## src/rtl/spse_pkg.sv

```systemverilog
`default_nettype none

package spse_pkg;

	// Permutation geometry.
	localparam int TBL_DEPTH = 256;
	localparam int TBL_AW = 8;

	// Absorb constants.
	localparam logic [7:0] HALF_POINT = 8'd128;
	localparam logic [7:0] NIBBLE_MASK = 8'h0f;
	localparam logic [7:0] STRIDE_RESET = 8'd1;
	localparam logic [7:0] STRIDE_STEP = 8'd2;

	// Mode codes carried in tuser.
	localparam logic [2:0] MODE_INIT = 3'd0;
	localparam logic [2:0] MODE_ABSORB = 3'd1;
	localparam logic [2:0] MODE_STOP = 3'd2;
	localparam logic [2:0] MODE_DRIP = 3'd3;
	localparam logic [2:0] MODE_ENCRYPT = 3'd4;
	localparam logic [2:0] MODE_DECRYPT = 3'd5;
	localparam logic [2:0] MODE_PEEK = 3'd6;

	// Sequencer states.
	typedef enum logic [4:0] {
		ST_IDLE,
		ST_A_CHK,
		ST_A_R1,
		ST_A_R2,
		ST_A_W1,
		ST_A_W2,
		ST_STOP,
		ST_STOP_FIN,
		ST_KEY,
		ST_U_RI,
		ST_U_RY,
		ST_U_RJ,
		ST_U_W1,
		ST_U_W2,
		ST_O_R1,
		ST_O_R2,
		ST_O_R3,
		ST_O_R4,
		ST_EMIT
	} seq_state_t;

endpackage

`default_nettype wire

```

## src/rtl/spse_ram.sv

```systemverilog
`default_nettype none

module spse_ram
	#(
		parameter int WIDTH = 8,
		parameter int DEPTH = 256
	)
	(
		input  wire logic                     clk,
		input  wire logic                     we,
		input  wire logic [$clog2(DEPTH)-1:0] waddr,
		input  wire logic [WIDTH-1:0]         wdata,
		input  wire logic [$clog2(DEPTH)-1:0] raddr,
		output logic      [WIDTH-1:0]         rdata
	);

	logic [WIDTH-1:0] mem_q [DEPTH];

	// One write port and one registered read port.
	always_ff @(posedge clk) begin
		if (we) begin
			mem_q[waddr] <= wdata;
		end
		rdata <= mem_q[raddr];
	end

endmodule

`default_nettype wire

```

## src/rtl/spritz_sponge_engine_top.sv

```systemverilog
// Sponge engine over a 256-byte permutation held in one RAM with a registered read.
// A shuffle runs WHIP_ROUNDS table updates within the word that triggers it.
// Reset and init clear the per-entry valid bits at once, so the table reads as the
// identity with no clearing pass; all index registers return to their reset values.
`default_nettype none

module spritz_sponge_engine_top
	import spse_pkg::*;
	#(
		parameter int WHIP_ROUNDS = 512
	)
	(
		input  wire logic       clk,
		input  wire logic       arst_n,
		input  wire logic       s_axis_tvalid,
		output logic            s_axis_tready,
		input  wire logic [7:0] s_axis_tdata,  // [7:0] data_byte
		input  wire logic [2:0] s_axis_tuser,  // [2:0] mode
		output logic            m_axis_tvalid,
		input  wire logic       m_axis_tready,
		output logic      [7:0] m_axis_tdata   // [7:0] result_byte
	);

	localparam int CNT_W = (WHIP_ROUNDS > 1) ? $clog2(WHIP_ROUNDS) : 1;
	localparam logic [CNT_W-1:0] CNT_LAST = CNT_W'(WHIP_ROUNDS - 1);

	seq_state_t state_q, state_d;

	logic [7:0] a_q, a_d;
	logic [7:0] i_q, i_d;
	logic [7:0] j_q, j_d;
	logic [7:0] k_q, k_d;
	logic [7:0] w_q, w_d;
	logic [7:0] z_q, z_d;
	logic [7:0] pi_q, pi_d;
	logic [2:0] mode_q, mode_d;
	logic [7:0] byte_q, byte_d;
	logic       nib_sel_q, nib_sel_d;
	logic       shuf_q, shuf_d;
	logic [CNT_W-1:0] cnt_q, cnt_d;
	logic       out_valid_q, out_valid_d;
	logic [7:0] out_data_q, out_data_d;

	logic [TBL_DEPTH-1:0] valid_q;
	logic                 valid_clr;
	logic                 valid_s1;
	logic [TBL_AW-1:0]    raddr_s1;

	logic              ram_we;
	logic [TBL_AW-1:0] ram_waddr;
	logic [7:0]        ram_wdata;
	logic [TBL_AW-1:0] ram_raddr;
	logic [7:0]        ram_rdata;
	logic [7:0]        rd;

	logic [3:0] nib;
	logic [7:0] swap_addr;
	logic [7:0] ks_mix;

	spse_ram #(
		.WIDTH(8),
		.DEPTH(TBL_DEPTH)
	) u_perm (
		.clk  (clk),
		.we   (ram_we),
		.waddr(ram_waddr),
		.wdata(ram_wdata),
		.raddr(ram_raddr),
		.rdata(ram_rdata)
	);

	// An entry never written since init reads as its own index.
	assign rd = valid_s1 ? ram_rdata : raddr_s1;

	assign nib = nib_sel_q ? byte_q[7:4] : (byte_q[3:0] & NIBBLE_MASK[3:0]);
	assign swap_addr = HALF_POINT | {4'h0, nib};

	// Combine the output byte with the data word according to the mode.
	always_comb begin
		case (mode_q)
			MODE_ENCRYPT: ks_mix = byte_q + z_q;
			MODE_DECRYPT: ks_mix = byte_q - z_q;
			default:      ks_mix = z_q;
		endcase
	end

	assign s_axis_tready = (state_q == ST_IDLE);
	assign m_axis_tvalid = out_valid_q;
	assign m_axis_tdata = out_data_q;

	// Next state and datapath updates.
	always_comb begin
		state_d = state_q;
		a_d = a_q;
		i_d = i_q;
		j_d = j_q;
		k_d = k_q;
		w_d = w_q;
		z_d = z_q;
		pi_d = pi_q;
		mode_d = mode_q;
		byte_d = byte_q;
		nib_sel_d = nib_sel_q;
		shuf_d = shuf_q;
		cnt_d = cnt_q;
		out_valid_d = out_valid_q && !m_axis_tready;
		out_data_d = out_data_q;
		valid_clr = 1'b0;
		ram_we = 1'b0;
		ram_waddr = a_q;
		ram_wdata = rd;
		ram_raddr = a_q;

		case (state_q)
			ST_IDLE: begin
				if (s_axis_tvalid) begin
					mode_d = s_axis_tuser;
					byte_d = s_axis_tdata;
					nib_sel_d = 1'b0;
					shuf_d = 1'b0;
					case (s_axis_tuser)
						MODE_INIT: begin
							valid_clr = 1'b1;
							a_d = 8'd0;
							i_d = 8'd0;
							j_d = 8'd0;
							k_d = 8'd0;
							w_d = STRIDE_RESET;
							z_d = 8'd0;
						end
						MODE_ABSORB: begin
							j_d = j_q + s_axis_tdata;
							state_d = ST_A_CHK;
						end
						MODE_STOP:    state_d = ST_STOP;
						MODE_DRIP:    state_d = ST_KEY;
						MODE_ENCRYPT: state_d = ST_KEY;
						MODE_DECRYPT: state_d = ST_KEY;
						MODE_PEEK:    state_d = ST_O_R1;
						default:      state_d = ST_IDLE;
					endcase
				end
			end

			// Absorb one nibble: shuffle when the absorb position is full.
			ST_A_CHK: begin
				if (a_q == HALF_POINT) begin
					shuf_d = 1'b1;
					cnt_d = '0;
					state_d = ST_U_RI;
				end else begin
					state_d = ST_A_R1;
				end
			end
			ST_A_R1: begin
				ram_raddr = a_q;
				state_d = ST_A_R2;
			end
			ST_A_R2: begin
				pi_d = rd;
				ram_raddr = swap_addr;
				state_d = ST_A_W1;
			end
			ST_A_W1: begin
				ram_we = 1'b1;
				ram_waddr = a_q;
				ram_wdata = rd;
				state_d = ST_A_W2;
			end
			ST_A_W2: begin
				ram_we = 1'b1;
				ram_waddr = swap_addr;
				ram_wdata = pi_q;
				a_d = a_q + 8'd1;
				if (nib_sel_q) begin
					state_d = ST_IDLE;
				end else begin
					nib_sel_d = 1'b1;
					state_d = ST_A_CHK;
				end
			end

			// Absorb stop.
			ST_STOP: begin
				if (a_q == HALF_POINT) begin
					shuf_d = 1'b1;
					cnt_d = '0;
					state_d = ST_U_RI;
				end else begin
					state_d = ST_STOP_FIN;
				end
			end
			ST_STOP_FIN: begin
				a_d = a_q + 8'd1;
				state_d = ST_IDLE;
			end

			// Keystream: shuffle first when anything is absorbed.
			ST_KEY: begin
				if (a_q != 8'd0) begin
					shuf_d = 1'b1;
					cnt_d = '0;
				end
				state_d = ST_U_RI;
			end

			// One update step: three dependent reads and a swap.
			ST_U_RI: begin
				i_d = i_q + w_q;
				ram_raddr = i_q + w_q;
				state_d = ST_U_RY;
			end
			ST_U_RY: begin
				pi_d = rd;
				ram_raddr = j_q + rd;
				state_d = ST_U_RJ;
			end
			ST_U_RJ: begin
				j_d = k_q + rd;
				ram_raddr = k_q + rd;
				state_d = ST_U_W1;
			end
			ST_U_W1: begin
				k_d = i_q + k_q + rd;
				ram_we = 1'b1;
				ram_waddr = i_q;
				ram_wdata = rd;
				state_d = ST_U_W2;
			end
			ST_U_W2: begin
				ram_we = 1'b1;
				ram_waddr = j_q;
				ram_wdata = pi_q;
				if (!shuf_q) begin
					state_d = ST_O_R1;
				end else if (cnt_q != CNT_LAST) begin
					cnt_d = cnt_q + 1'b1;
					state_d = ST_U_RI;
				end else begin
					shuf_d = 1'b0;
					w_d = w_q + STRIDE_STEP;
					a_d = 8'd0;
					case (mode_q)
						MODE_ABSORB: state_d = ST_A_R1;
						MODE_STOP:   state_d = ST_STOP_FIN;
						default:     state_d = ST_U_RI;
					endcase
				end
			end

			// Output step: three dependent reads.
			ST_O_R1: begin
				ram_raddr = z_q + k_q;
				state_d = ST_O_R2;
			end
			ST_O_R2: begin
				ram_raddr = i_q + rd;
				state_d = ST_O_R3;
			end
			ST_O_R3: begin
				ram_raddr = j_q + rd;
				state_d = ST_O_R4;
			end
			ST_O_R4: begin
				z_d = rd;
				state_d = ST_EMIT;
			end

			// Hand the result to the output register once it is free.
			ST_EMIT: begin
				if (!out_valid_q || m_axis_tready) begin
					out_valid_d = 1'b1;
					out_data_d = ks_mix;
					state_d = ST_IDLE;
				end
			end

			default: state_d = ST_IDLE;
		endcase
	end

	// Control registers.
	always_ff @(posedge clk or negedge arst_n) begin
		if (!arst_n) begin
			state_q <= ST_IDLE;
			a_q <= 8'd0;
			i_q <= 8'd0;
			j_q <= 8'd0;
			k_q <= 8'd0;
			w_q <= STRIDE_RESET;
			z_q <= 8'd0;
			nib_sel_q <= 1'b0;
			shuf_q <= 1'b0;
			cnt_q <= '0;
			out_valid_q <= 1'b0;
			valid_q <= '0;
		end else begin
			state_q <= state_d;
			a_q <= a_d;
			i_q <= i_d;
			j_q <= j_d;
			k_q <= k_d;
			w_q <= w_d;
			z_q <= z_d;
			nib_sel_q <= nib_sel_d;
			shuf_q <= shuf_d;
			cnt_q <= cnt_d;
			out_valid_q <= out_valid_d;
			if (valid_clr) begin
				valid_q <= '0;
			end else if (ram_we) begin
				valid_q[ram_waddr] <= 1'b1;
			end
		end
	end

	// Payload registers and the read-side valid tag.
	always_ff @(posedge clk) begin
		pi_q <= pi_d;
		mode_q <= mode_d;
		byte_q <= byte_d;
		out_data_q <= out_data_d;
		valid_s1 <= valid_q[ram_raddr];
		raddr_s1 <= ram_raddr;
	end

endmodule

`default_nettype wire

```

## config.mk

```make
export PLATFORM = sky130hd
export DESIGN_NAME = spritz_sponge_engine_top
export DESIGN_NICKNAME = d
export VERILOG_FILES = /design/src/rtl/spse_pkg.sv /design/src/rtl/spse_ram.sv /design/src/rtl/spritz_sponge_engine_top.sv
export SDC_FILE = /design/constraint.sdc
export NUM_CORES = 2
export LEC_CHECK = 0
export BUFFER_PORTS_ARGS = -buffer_cell sky130_fd_sc_hd__buf_2
export CAP_MARGIN = 20
export CORE_MARGIN = 2
export CORE_UTILIZATION = 40
export DETAILED_ROUTE_END_ITERATION = 10
export SLEW_MARGIN = 20
export SYNTH_ARGS = -nofsm -noshare
export SYNTH_HDL_FRONTEND = slang
export SYNTH_HIERARCHICAL = 1
export SYNTH_SLANG_ARGS = --single-unit
```

## constraint.sdc

```tcl
create_clock -name clk -period 12.75 [get_ports clk]
set_input_delay 1.9125 -clock clk [delete_from_list [all_inputs] [get_ports clk]]
set_output_delay 1.9125 -clock clk [all_outputs]
set_load 0.01 [all_outputs]
```

==> results.md <==
* Outcome: finished, final reports clean
* Synthesis Warnings at 6
* Startpoint Class: flop
* P per Cell Area at 284 nW/um2
* Layout fillers at 21200
* Post-synthesis mux area share at 12.7%
* Met3 WL at 21.7 mm
* Top_reg_cell synth: edfxtp_1
* Synthesized cell area at 98600 um2
* Overall power at 31.2 mW
* Flops & latches, synth at 2413
* Gpl congestion at 0.900
* Vias in the first global route at 54700
* Die W at 501 um
* Synth async-reset ratio at 13.3%
* Residual DRC count at 0
* CTS Buf Count at 238
* Worst endpoint data arrival time at 8.60 ns
* Post-Synth XOR/XNOR Area at 0.417%
* Max frequency at 127 MHz
* R2R depth at 17
* Crit Reg-Reg Endpoint: u_perm/rdata[2]
* Final setup viols at 0
* Cts repair resizes at 0
* Worst path required time at 13.48 ns
* Max-cap viol count at 0
* RSZ-0062 raised after global routing: false
* Post-synthesis cell type count at 94
* Setup crit start: state_q[4]
* Share of the synthesized area in the top cell type at 63.2%
* Initial cell density of the core at 40.2%
* Worst-margin pin slew at 1.25 ns
* First-pass GRT wire length at 383 mm
* Worst Hold Class: flop to flop
* Synth area leaders: edfxtp_1 63%, mux4_2 11%, dfrtp_1 8.1%, nor2_1 2.7%, a21oi_1 2.3%
* Number of clock sinks at 2413
* DP Area at 102000 um2
* Via count at 55500
* Worst Skew at 0.0704 ns
* Post-synthesis area per instance at 16.8 um2
* CTS tree: yes
* Met2 wire length at 123 mm
* Layout cells sized above 1 at 16.9%
* Post-CTS Setup Bufs at 0
* Compound-Gate Fraction of Synth Area at 6.51%
* Total Routing Usage GR at 20.8%
* Seq/Total Area, Yosys at 71.7%
* Setup tns final at 0 ns
* Worst Setup Path Type: flop to flop
* Fin. Hold Viols at 0
* P_leak at 36.4 nW
* Cells after synthesis at 5860
* Commonest cells after routing, fill and taps aside: 2075 x edfxtp_1, 688 x nor2_1, 469 x mux4_2, 442 x a21oi_1, 320 x dfrtp_1
* Area of the core at 245000 um2
* Clock Latency Late Sink at 0.89 ns
* Largest family of logic cells by synthesized area: multiplexers
* Die ar. at 251000 um2
* # H-tree levels at 4
* Crit path capture type: flop
* Worst VDD drop at 0.000302 V
* TritonRoute pass-1 iters at 9
* IO Port Bufs at 24
* Cell taking the most area after synthesis: edfxtp_1
* Detail Placement HPWL at 162 mm
* Die Ht at 501 um
* Pins Over Slew Limit at 0
* Min Clock Period, post-route at 7.87 ns
* Worst setup endpoint: u_perm/rdata[2]
* Initial antenna violation count at 10
* Via density at 5.94
* EDFF count, synth at 2075
* CTS root buf: clkbuf_16
* Post-CTS Hold Buffers at 0
* Largest net degree at the start of global routing at 226
* 1st-iter DRT viols at 6856
* Syn-to-layout area delta at 11.6%
* Top-level I/O count at 25
* DRT met1 WL at 110 mm
* Final wirelength at 264 mm
* Row count at 182
* R2R Setup Slk at 4.88 ns
* Clock-pin slew of the registers on the worst-case setup and hold paths at 0.07 ns
* Clock tree buffer depth at 3
* Final instance area at 110000 um2
* Commonest non-fill, non-tap cell in the layout: edfxtp_1
* Rel. slew slack at 16.5%
* GRT overflow at 0
* Syn Nets at 5943
* DR WL/cell at 28.2 um
* Synth Area in Simple Gates at 5.56%
* Post-Synth Adder-Cell Area at 0.969%
* Worst-path fanout max at 102
* Routed Antenna Nets at 0
* Worst r2r src: state_q[4]
* DR top layer: met5
* Nets@finish at 5987
* Period Utilization, post-route at 61.7%
==> where the power goes <==
part	total (mW)	switching, mW	internal (mW)	leakage (nW)
Combinational	13.4	8.66	4.73	9.46
Clock	6.98	3.04	3.94	3.76
Sequential	10.9	0.294	10.6	23.2
Total	31.2	12.0	19.2	36.4
==> registers in the layout (all words and copies together), names as in the netlist, 3 cells and up <==
register      flops
u_perm/rdata      8
state_q           5
u_perm/mem_q   2048
a_q               8
j_q               8
w_q               8
pi_q              8
k_q               8
mode_q            3
m_axis_tdata      8
z_q               8
i_q               8
valid_q         256
cnt_q             9
byte_q            8
raddr_s1          8
==> worst min path at each step <==
stage / cells past startpoint / startpoint / to / slack [ns]
2_1_floorplan: 2 / valid_q[103] / valid_q[103] / 0.45
3_3_place_gp: 2 / valid_q[213] / valid_q[213] / 0.47
3_5_place_dp: 2 / valid_q[214] / valid_q[214] / 0.48
4_1_cts: 2 / valid_q[99] / valid_q[99] / 0.49
5_1_grt: 2 / valid_q[94] / valid_q[94] / 0.51
6_report: 2 / valid_q[214] / valid_q[214] / 0.49
==> synthesized netlist by cell type (15+ instances only) <==
cell	count
nor4_1	31
nand2b_1	22
buf_1	28
buf_2	47
ha_1	54
dfxtp_1	17
mux2i_1	182
o221ai_1	54
and2_1	19
nand3_1	91
buf_4	30
buf_6	21
o22ai_1	35
o211ai_1	22
nand2_1	221
o21ai_0	76
nand4_1	19
xnor2_1	33
inv_1	51
a311oi_1	16
a31oi_1	20
clkbuf_1	202
and3_1	15
nor2_1	699
a211oi_1	29
nor2b_1	48
a21oi_1	450
a221oi_1	34
a22oi_1	144
mux4_2	469
dfrtp_1	320
a21o_1	16
edfxtp_1	2075
nor3_1	43
==> metrics by stage <==
step	cells	hold WS [ns]	utilization, %	setup slack [ns]
global placement	8878	0.471	41.6	5.00
CTS	9329	0.492	44.8	4.94
floorplan	5860	0.454	-	2.49
detailed placement	8880	0.479	41.6	4.99
finish	9336	0.491	44.8	4.88
global route	9334	0.508	44.8	4.46
==> cell families (layout without fill, tap and decap cells) <==
kind of cell	count (synthesis)	after routing
flops	2413	2413
compound gates	1003	1003
other cells	0	3
simple gates	1260	1260
buf+inv	405	658
fa+ha+maj	68	68
xor+xnor	47	47
mux	664	664
==> cell type report <==
cell class | count | area [um2] | area share [%]
Timing Repair Buffer | 153 | 1270 | 1.16
Clock buffer | 303 | 6280 | 5.71
Multi-Input combinational cell | 3042 | 26100 | 23.7
Clock inverter | 146 | 1500 | 1.37
Antenna cell | 3 | 7.51 | 0.00682
Inverter | 56 | 228 | 0.207
Tap cell | 3220 | 4030 | 3.66
Sequential cell | 2413 | 70700 | 64.2
==> worst max-delay path: stages, from the launching register on <==
cell      delay [ns]
dfrtp_1         0.80
and3b_1         0.35
a21o_1          0.19
nand2_1         0.27
mux2_2          0.39
ha_1            0.31
and2_1          0.16
o221a_2         0.24
a21oi_4         0.06
buf_4           0.34
inv_8           0.68
buf_12          0.59
buf_4           0.79
mux4_2          0.61
o221ai_1        0.41
nor2_1          0.17
nor4_1          0.80
nor4_2          0.13
==> metal layers <==
layer  up-vias  track usage [%]
met5         -                0
met4         4             6.80
met3       481             3.67
met2      2509             32.4
met1     29200             29.7
li1      23300                -
(Power assumes the default switching activity.)
